File: src/design/wslm_pkg.sv
// Wheel speed limit monitor package: shared constants, register map,
// configuration struct and sequencer state type. No dependencies.

package wslm_pkg;

    localparam int SPEED_W   = 21;
    localparam int PULSE_W   = 20;
    localparam int IDLE_W    = 17;
    localparam int COUNT_W   = 8;
    localparam int SPACING_W = 12;
    localparam int TIMEOUT_W = 16;
    localparam int ADDR_W    = 4;
    localparam int DATA_W    = 32;

    // mm per ms is m/s; 3.6 km/h per m/s in 0.01 km/h units
    localparam logic [SPEED_W-1:0] SPEED_FACTOR = SPEED_W'(360);
    localparam logic [SPEED_W-1:0] SPEED_MAX    = SPEED_W'(1474200);
    localparam logic [PULSE_W-1:0] PULSE_SAT    = {PULSE_W{1'b1}};
    localparam logic [IDLE_W-1:0]  IDLE_SAT     = {IDLE_W{1'b1}};
    localparam logic [COUNT_W-1:0] COUNT_SAT    = {COUNT_W{1'b1}};

    localparam logic [SPACING_W-1:0] SPACING_RST = SPACING_W'(1000);
    localparam logic [SPEED_W-1:0]   LIMIT_RST   = SPEED_W'(2400);
    localparam logic [COUNT_W-1:0]   PASSES_RST  = COUNT_W'(3);
    localparam logic [TIMEOUT_W-1:0] TIMEOUT_RST = TIMEOUT_W'(1000);

    typedef enum logic [1:0] {
        REG_SPACING = 2'd0,
        REG_LIMIT   = 2'd1,
        REG_PASSES  = 2'd2,
        REG_TIMEOUT = 2'd3
    } reg_idx_t;

    typedef struct packed {
        logic [SPACING_W-1:0] spacing;
        logic [SPEED_W-1:0]   limit;
        logic [COUNT_W-1:0]   passes;
        logic [TIMEOUT_W-1:0] timeout;
    } cfg_t;

    typedef enum logic [1:0] {
        ST_IDLE = 2'd0,
        ST_DIV  = 2'd1,
        ST_FIN  = 2'd2
    } state_t;

endpackage

File: src/design/wslm_regs.sv
// Configuration register file behind the APB-style port.
// Depends on wslm_pkg for the register map and cfg_t.

module wslm_regs
    import wslm_pkg::*;
(
    input  logic                clk,
    input  logic                rst_n,
    input  logic                psel,
    input  logic                penable,
    input  logic                pwrite,
    input  logic [ADDR_W-1:0]   paddr,
    input  logic [DATA_W-1:0]   pwdata,
    output logic [DATA_W-1:0]   prdata,
    output logic                pready,
    output cfg_t                cfg
);

    cfg_t     cfg_reg;
    cfg_t     cfg_next;
    reg_idx_t idx;
    logic     wr_en;

    assign idx    = reg_idx_t'(paddr[3:2]);
    assign wr_en  = psel && penable && pwrite;
    assign pready = 1'b1;
    assign cfg    = cfg_reg;

    always_comb
    begin
        cfg_next = cfg_reg;
        if (wr_en)
        begin
            case (idx)
                REG_SPACING: cfg_next.spacing = pwdata[SPACING_W-1:0];
                REG_LIMIT:   cfg_next.limit   = pwdata[SPEED_W-1:0];
                REG_PASSES:  cfg_next.passes  = pwdata[COUNT_W-1:0];
                REG_TIMEOUT: cfg_next.timeout = pwdata[TIMEOUT_W-1:0];
                default:     cfg_next = cfg_reg;
            endcase
        end
    end

    always_comb
    begin
        case (idx)
            REG_SPACING: prdata = DATA_W'(cfg_reg.spacing);
            REG_LIMIT:   prdata = DATA_W'(cfg_reg.limit);
            REG_PASSES:  prdata = DATA_W'(cfg_reg.passes);
            REG_TIMEOUT: prdata = DATA_W'(cfg_reg.timeout);
            default:     prdata = '0;
        endcase
    end

    always_ff @(posedge clk or negedge rst_n)
    begin
        if (!rst_n)
        begin
            cfg_reg.spacing <= SPACING_RST;
            cfg_reg.limit   <= LIMIT_RST;
            cfg_reg.passes  <= PASSES_RST;
            cfg_reg.timeout <= TIMEOUT_RST;
        end
        else
        begin
            cfg_reg <= cfg_next;
        end
    end

endmodule

File: src/design/wslm_div.sv
// Restoring divider, one quotient bit per cycle.
// Depends on wslm_pkg for widths. Divisor must be nonzero.

module wslm_div
    import wslm_pkg::*;
(
    input  logic               clk,
    input  logic               rst_n,
    input  logic               start,
    input  logic [SPEED_W-1:0] dividend,
    input  logic [PULSE_W-1:0] divisor,
    output logic               done,
    output logic [SPEED_W-1:0] quotient
);

    localparam int CNT_W = $clog2(SPEED_W);
    localparam logic [CNT_W-1:0] LAST_STEP = CNT_W'(SPEED_W - 1);

    logic [PULSE_W-1:0] rem_reg, rem_next;
    logic [SPEED_W-1:0] quo_reg, quo_next;
    logic [PULSE_W-1:0] den_reg, den_next;
    logic [CNT_W-1:0]   cnt_reg, cnt_next;
    logic               busy_reg, busy_next;
    logic               done_reg, done_next;
    logic [PULSE_W:0]   trial;
    logic               fits;

    // shift next dividend bit into the partial remainder
    assign trial = {rem_reg, quo_reg[SPEED_W-1]};
    assign fits  = trial >= {1'b0, den_reg};

    always_comb
    begin
        rem_next  = rem_reg;
        quo_next  = quo_reg;
        den_next  = den_reg;
        cnt_next  = cnt_reg;
        busy_next = busy_reg;
        done_next = 1'b0;
        if (start)
        begin
            rem_next  = '0;
            quo_next  = dividend;
            den_next  = divisor;
            cnt_next  = '0;
            busy_next = 1'b1;
        end
        else if (busy_reg)
        begin
            if (fits)
                rem_next = PULSE_W'(trial - {1'b0, den_reg});
            else
                rem_next = trial[PULSE_W-1:0];
            quo_next = {quo_reg[SPEED_W-2:0], fits};
            cnt_next = cnt_reg + CNT_W'(1);
            if (cnt_reg == LAST_STEP)
            begin
                busy_next = 1'b0;
                done_next = 1'b1;
            end
        end
    end

    always_ff @(posedge clk or negedge rst_n)
    begin
        if (!rst_n)
        begin
            busy_reg <= 1'b0;
            done_reg <= 1'b0;
            cnt_reg  <= '0;
        end
        else
        begin
            busy_reg <= busy_next;
            done_reg <= done_next;
            cnt_reg  <= cnt_next;
        end
    end

    always_ff @(posedge clk)
    begin
        rem_reg <= rem_next;
        quo_reg <= quo_next;
        den_reg <= den_next;
    end

    assign done     = done_reg;
    assign quotient = quo_reg;

endmodule

File: src/design/wheel_speed_limit_monitor.sv
// Top level of the wheel speed limit monitor: tick sequencer, overspeed
// and stall logic. Uses wslm_pkg, wslm_regs and wslm_div.
//
//  channel | signals                                   | beat
//  --------+-------------------------------------------+-----------------------
//  in      | in_valid, in_ready, sensor_level          | one 1 ms sensor tick
//  out     | out_valid, out_ready, speed, drive_allowed| one result per tick
//  cfg     | psel, penable, pwrite, paddr, pwdata, ... | 32-bit register write
//
// A tick with no rising edge goes from idle straight to the finish step; a
// rising edge first runs the divider, one quotient bit per cycle (21 bits).
// in_ready is high only while the sequencer is idle. A finished result sits in
// the output register; a new tick is accepted meanwhile, and its finish step
// waits until that result is taken. Reset restores state and control registers.

module wheel_speed_limit_monitor
    import wslm_pkg::*;
(
    input  logic                clk,
    input  logic                rst_n,
    input  logic                in_valid,
    output logic                in_ready,
    input  logic                sensor_level,
    output logic                out_valid,
    input  logic                out_ready,
    output logic [SPEED_W-1:0]  speed,
    output logic                drive_allowed,
    input  logic                psel,
    input  logic                penable,
    input  logic                pwrite,
    input  logic [ADDR_W-1:0]   paddr,
    input  logic [DATA_W-1:0]   pwdata,
    output logic [DATA_W-1:0]   prdata,
    output logic                pready
);

    cfg_t cfg;

    state_t             state_reg, state_next;
    logic               prev_reg, prev_next;
    logic               rising_reg, rising_next;
    logic [PULSE_W-1:0] pulse_reg, pulse_next;
    logic [IDLE_W-1:0]  idle_reg, idle_next;
    logic [SPEED_W-1:0] speed_reg, speed_next;
    logic [COUNT_W-1:0] ocount_reg, ocount_next;
    logic               allow_reg, allow_next;
    logic               out_valid_reg, out_valid_next;
    logic [SPEED_W-1:0] out_speed_reg, out_speed_next;
    logic               out_allow_reg, out_allow_next;

    logic               falling, rising;
    logic               div_start, div_done;
    logic [SPEED_W-1:0] quotient;
    logic [SPEED_W-1:0] numerator;
    logic [SPEED_W-1:0] meas_speed;
    logic               slot_free;

    wslm_regs u_regs (
        .clk     (clk),
        .rst_n   (rst_n),
        .psel    (psel),
        .penable (penable),
        .pwrite  (pwrite),
        .paddr   (paddr),
        .pwdata  (pwdata),
        .prdata  (prdata),
        .pready  (pready),
        .cfg     (cfg)
    );

    // spacing * 360 tops out at 1474200, fits the speed width
    assign numerator = SPEED_W'(SPEED_W'(cfg.spacing) * SPEED_FACTOR);

    wslm_div u_div (
        .clk      (clk),
        .rst_n    (rst_n),
        .start    (div_start),
        .dividend (numerator),
        .divisor  (pulse_next),
        .done     (div_done),
        .quotient (quotient)
    );

    assign falling   = !sensor_level && prev_reg;
    assign rising    = sensor_level && !prev_reg;
    assign slot_free = !out_valid_reg || out_ready;
    assign in_ready  = (state_reg == ST_IDLE);

    assign meas_speed = (pulse_reg == '0) ? SPEED_MAX : quotient;

    always_comb
    begin
        state_next     = state_reg;
        prev_next      = prev_reg;
        rising_next    = rising_reg;
        pulse_next     = pulse_reg;
        idle_next      = idle_reg;
        speed_next     = speed_reg;
        ocount_next    = ocount_reg;
        allow_next     = allow_reg;
        out_speed_next = out_speed_reg;
        out_allow_next = out_allow_reg;
        out_valid_next = out_valid_reg && !out_ready;
        div_start      = 1'b0;

        case (state_reg)
            ST_IDLE:
            begin
                if (in_valid)
                begin
                    prev_next   = sensor_level;
                    rising_next = rising;
                    if (falling)
                        pulse_next = '0;
                    else if (pulse_reg != PULSE_SAT)
                        pulse_next = pulse_reg + PULSE_W'(1);
                    if (falling || rising)
                        idle_next = '0;
                    else if (idle_reg != IDLE_SAT)
                        idle_next = idle_reg + IDLE_W'(1);
                    if (rising && (pulse_next != '0))
                    begin
                        div_start  = 1'b1;
                        state_next = ST_DIV;
                    end
                    else
                    begin
                        state_next = ST_FIN;
                    end
                end
            end

            ST_DIV:
            begin
                if (div_done)
                    state_next = ST_FIN;
            end

            ST_FIN:
            begin
                if (slot_free)
                begin
                    if (rising_reg)
                    begin
                        speed_next = meas_speed;
                        if (meas_speed > cfg.limit)
                        begin
                            if (ocount_reg > cfg.passes)
                                allow_next = 1'b0;
                            else if (ocount_reg != COUNT_SAT)
                                ocount_next = ocount_reg + COUNT_W'(1);
                        end
                        else
                        begin
                            allow_next  = 1'b1;
                            ocount_next = '0;
                        end
                    end
                    // stall: no edge for longer than the timeout
                    if (idle_reg > IDLE_W'(cfg.timeout))
                    begin
                        speed_next = '0;
                        allow_next = 1'b1;
                    end
                    out_speed_next = speed_next;
                    out_allow_next = allow_next;
                    out_valid_next = 1'b1;
                    state_next     = ST_IDLE;
                end
            end

            default:
            begin
                state_next = ST_IDLE;
            end
        endcase
    end

    always_ff @(posedge clk or negedge rst_n)
    begin
        if (!rst_n)
        begin
            state_reg     <= ST_IDLE;
            prev_reg      <= 1'b1;
            rising_reg    <= 1'b0;
            pulse_reg     <= '0;
            idle_reg      <= '0;
            speed_reg     <= '0;
            ocount_reg    <= '0;
            allow_reg     <= 1'b1;
            out_valid_reg <= 1'b0;
        end
        else
        begin
            state_reg     <= state_next;
            prev_reg      <= prev_next;
            rising_reg    <= rising_next;
            pulse_reg     <= pulse_next;
            idle_reg      <= idle_next;
            speed_reg     <= speed_next;
            ocount_reg    <= ocount_next;
            allow_reg     <= allow_next;
            out_valid_reg <= out_valid_next;
        end
    end

    always_ff @(posedge clk)
    begin
        out_speed_reg <= out_speed_next;
        out_allow_reg <= out_allow_next;
    end

    assign out_valid     = out_valid_reg;
    assign speed         = out_speed_reg;
    assign drive_allowed = out_allow_reg;

endmodule
File: config.mk
export PLATFORM = sky130hd
export DESIGN_NAME = wheel_speed_limit_monitor
export DESIGN_NICKNAME = d
export VERILOG_FILES = /design/src/design/wslm_pkg.sv /design/src/design/wslm_regs.sv /design/src/design/wslm_div.sv /design/src/design/wheel_speed_limit_monitor.sv
export SDC_FILE = /design/constraint.sdc
export NUM_CORES = 1
export LEC_CHECK = 0
export ABC_AREA = 1
export BUFFER_PORTS_ARGS = -buffer_cell sky130_fd_sc_hd__buf_2
export CORE_UTILIZATION = 65
export DETAILED_ROUTE_END_ITERATION = 12
export PLACE_DENSITY = 0.93
export SYNTH_ARGS = -nofsm -noshare
export SYNTH_HDL_FRONTEND = slang
export SYNTH_SLANG_ARGS = --single-unit
File: constraint.sdc
create_clock -name clk -period 9 [get_ports clk]
set_input_delay 1.8 -clock clk [delete_from_list [all_inputs] [get_ports clk]]
set_output_delay 1.8 -clock clk [all_outputs]
set_load 0.02 [all_outputs]
==> summary.txt <==
FFs w/ async S/R, synth -> 62.1%
peak supply drop -> 0.185 mV
Iter 0 DRT Violations -> 1290
FMAX -> 192 MHz
WL final -> 35400 µm
Clock power frac -> 17.4%
Filler Cells Inserted -> 1499
vias per inst -> 5.85
top post-synthesis cells by area -> dfrtp_1 21%, edfxtp_1 13%, nand2_1 12%
post-synthesis register bit count -> 219
worst clock skew -> 0.0325 ns
CTS tree -> yes
Post-synth top cells -> 463 x nand2_1, 267 x inv_1, 149 x o21ai_0
Port Buf Inserts -> 75
clock buffer depth -> 3
Multi-input gate area -> 0.00712 mm²
crit path kind -> input pin to primary output
most common cell in the synthesized netlist -> nand2_1
final setup fails -> 0
Post-synth EDFFs -> 60
switching pwr -> 2.66 mW
clk_lat worst skew -> 0.56 ns
Root Buffer -> clkbuf_16
Post-DRT Antenna Nets -> 0
ANT cells -> 0
area taken by flip-flops and latches -> 0.00569 mm²
Worst Path Max Fanout -> 13
max-cap check violation count -> 0
Distinct cells, synth -> 50
number of flip-flops in the largest register -> 57
CTS sink cnt -> 219
vias in the first global route -> 12100
P per Cell Area -> 368 mW/mm²
core area -> 0.0212 mm²
area leader, netlist -> dfrtp_1
synthesized instance count -> 1811
Via Count -> 12600
Net Sw Frac -> 47.0%
outcome -> finished clean
Tcrit/Tclk final -> 58.0%
design area -> 0.0154 mm²
TritonRoute pass-1 iters -> 6
sequential fraction of the synthesis area -> 40.2%
final core occ -> 72.9%
GRT Total Usage -> 32.7%
post-cts sizing count -> 0
layout cells sized above 1 -> 10.2%
CP Capture Type -> primary output
internal power -> 3.01 mW
post-layout net count -> 2035
initial antenna violation count -> 0
Setup crit start kind -> input pin
largest net degree at the start of global routing -> 83
Fin. Hold Viols -> 0
Rel. slew slack -> 13.6%
setup TNS -> 0 ns
Worst-path clk slew -> 0.07 ns
hold buffers post-CTS -> 0
Mean Syn Cell Area -> 7.81 µm²
Routed WL per cell -> 16.4 µm
Ports -> 101
first-pass GRT wire length -> 58100 µm
H-tree levels -> 1
CP Data Required Time -> 7.20 ns
Final min period -> 5.22 ns
area share of the largest cell type after synthesis -> 20.5%
fin. max-slew vios -> 0
die span in y -> 150 µm
area delta synth->final -> 9.01%
RSZ-0062 raised after global routing -> false
worst slew pin tran -> 1.29 ns
Synth Flop Type -> dfrtp_1
postcts setup bufs -> 0
Arr. time, crit path -> 3.42 ns
GPL Wtd Cong -> 0.970
Remaining Overflow, GRT -> 0
DRC viols -> 0
Synth Warn # -> 0
Lkg Pwr -> 7.73 nW
Initial Util -> 66.9%
Hold Path Class -> register to register
Combinational Power Share -> 53.2%
row cnt -> 53
hpwl dp -> 25900 µm
die area -> 0.0224 mm²
Seq pwr share -> 29.4%
post-synthesis cell area -> 0.0141 mm²
placed inst area -> 0.0146 mm²
Num CTS Buffers -> 25
Die X -> 150 µm
## per-layer routing
metal  routed length (µm)  part of all wire [%]  up-vias  GRT usage (%)
li1                     -                     -     6005              -
met1                14600                    41     5898           43.5
met2                16600                    47      618           53.4
met3                 3150                   8.9       99           6.55
met4                 1060                   3.0        0           11.0
met5                    0                     0        -              0
## worst max-delay path, cell delays in order
cell,delay [ns]
buf_2,0.10
inv_1,0.05
nor2_1,0.47
inv_1,0.42
o221ai_1,0.35
buf_2,0.23
## cells by family (layout without fill, tap and decap cells)
logic type      Yosys count  count (layout)  synth area share, %
simple gates            788             788                 23.9
buf+inv                 341             404                 9.71
compound gates          301             301                 11.8
flops                   219             219                 40.2
fa+ha+maj               126             126                 12.2
xor+xnor                 34              34                 2.11
other cells               2              12               0.0531
## stage by stage
stage | power [mW] | setup slack [ns] | hold WS, ns | instances
after floorplan | 3.85 | 4.28 | 0.446 | 1821
after global placement | 4.45 | 3.83 | 0.455 | 2113
after detailed placement | 4.60 | 3.87 | 0.470 | 2113
after CTS | 5.62 | 3.85 | 0.485 | 2159
after global routing | 6.14 | 3.69 | 0.501 | 2159
final | 5.67 | 3.78 | 0.485 | 2159
## final cells by class
type	instances	area share (%)
Clock buffer	30	4.31
Clock inverter	16	0.836
Inverter	278	6.78
Multi-Input combinational cell	1261	46.2
Sequential cell	219	36.9
Tap cell	275	2.23
Timing Repair Buffer	80	2.72
## power by group through the flow
stage	Sequential, mW	Combinational [mW]	Clock [mW]
after global placement	1.66	2.80	0
after floorplan	1.65	2.20	0
after CTS	1.66	2.98	0.984
after detailed placement	1.67	2.94	0
final	1.67	3.02	0.985
after global routing	1.70	3.41	1.03
## cells in the final DEF, fill, tap and decap left out, drive strengths merged, types with 8 or more instances in the layout
| master | n |
|---|---|
| nand2 | 466 |
| inv | 279 |
| o21ai | 162 |
| nor2 | 125 |
| dfrtp | 116 |
| nand3 | 116 |
| ha | 107 |
| a21oi | 94 |
| buf | 80 |
| edfxtp | 60 |
| nand4 | 34 |
| clkbuf | 30 |
| dfxtp | 23 |
| nor3 | 21 |
| dfstp | 20 |
| xor2 | 19 |
| fa | 19 |
| xnor2 | 15 |
| clkinv | 13 |
| conb | 12 |
| nor4 | 8 |
| or2 | 8 |
| o211ai | 8 |
## path summary, 6_finish.rpt
check | start | endpoint | slack [ns] | cells after the start
worst max-delay path | paddr[2] | prdata[10] | 3.78 | 6
worst min-delay path | u_div.rem_reg[8] | u_div.rem_reg[8] | 0.49 | 2
worst max register to register | pulse_reg[0] | ocount_reg[7] | 4.67 | 19
worst min register to register | u_div.rem_reg[8] | u_div.rem_reg[8] | 0.49 | 2
max in group asynchronous | rst_n | u_regs.cfg[20] | 6.41 | 2
min in group asynchronous | rst_n | pulse_reg[8] | 1.20 | 1
Note: power is estimated with default switching activity, not from simulation.
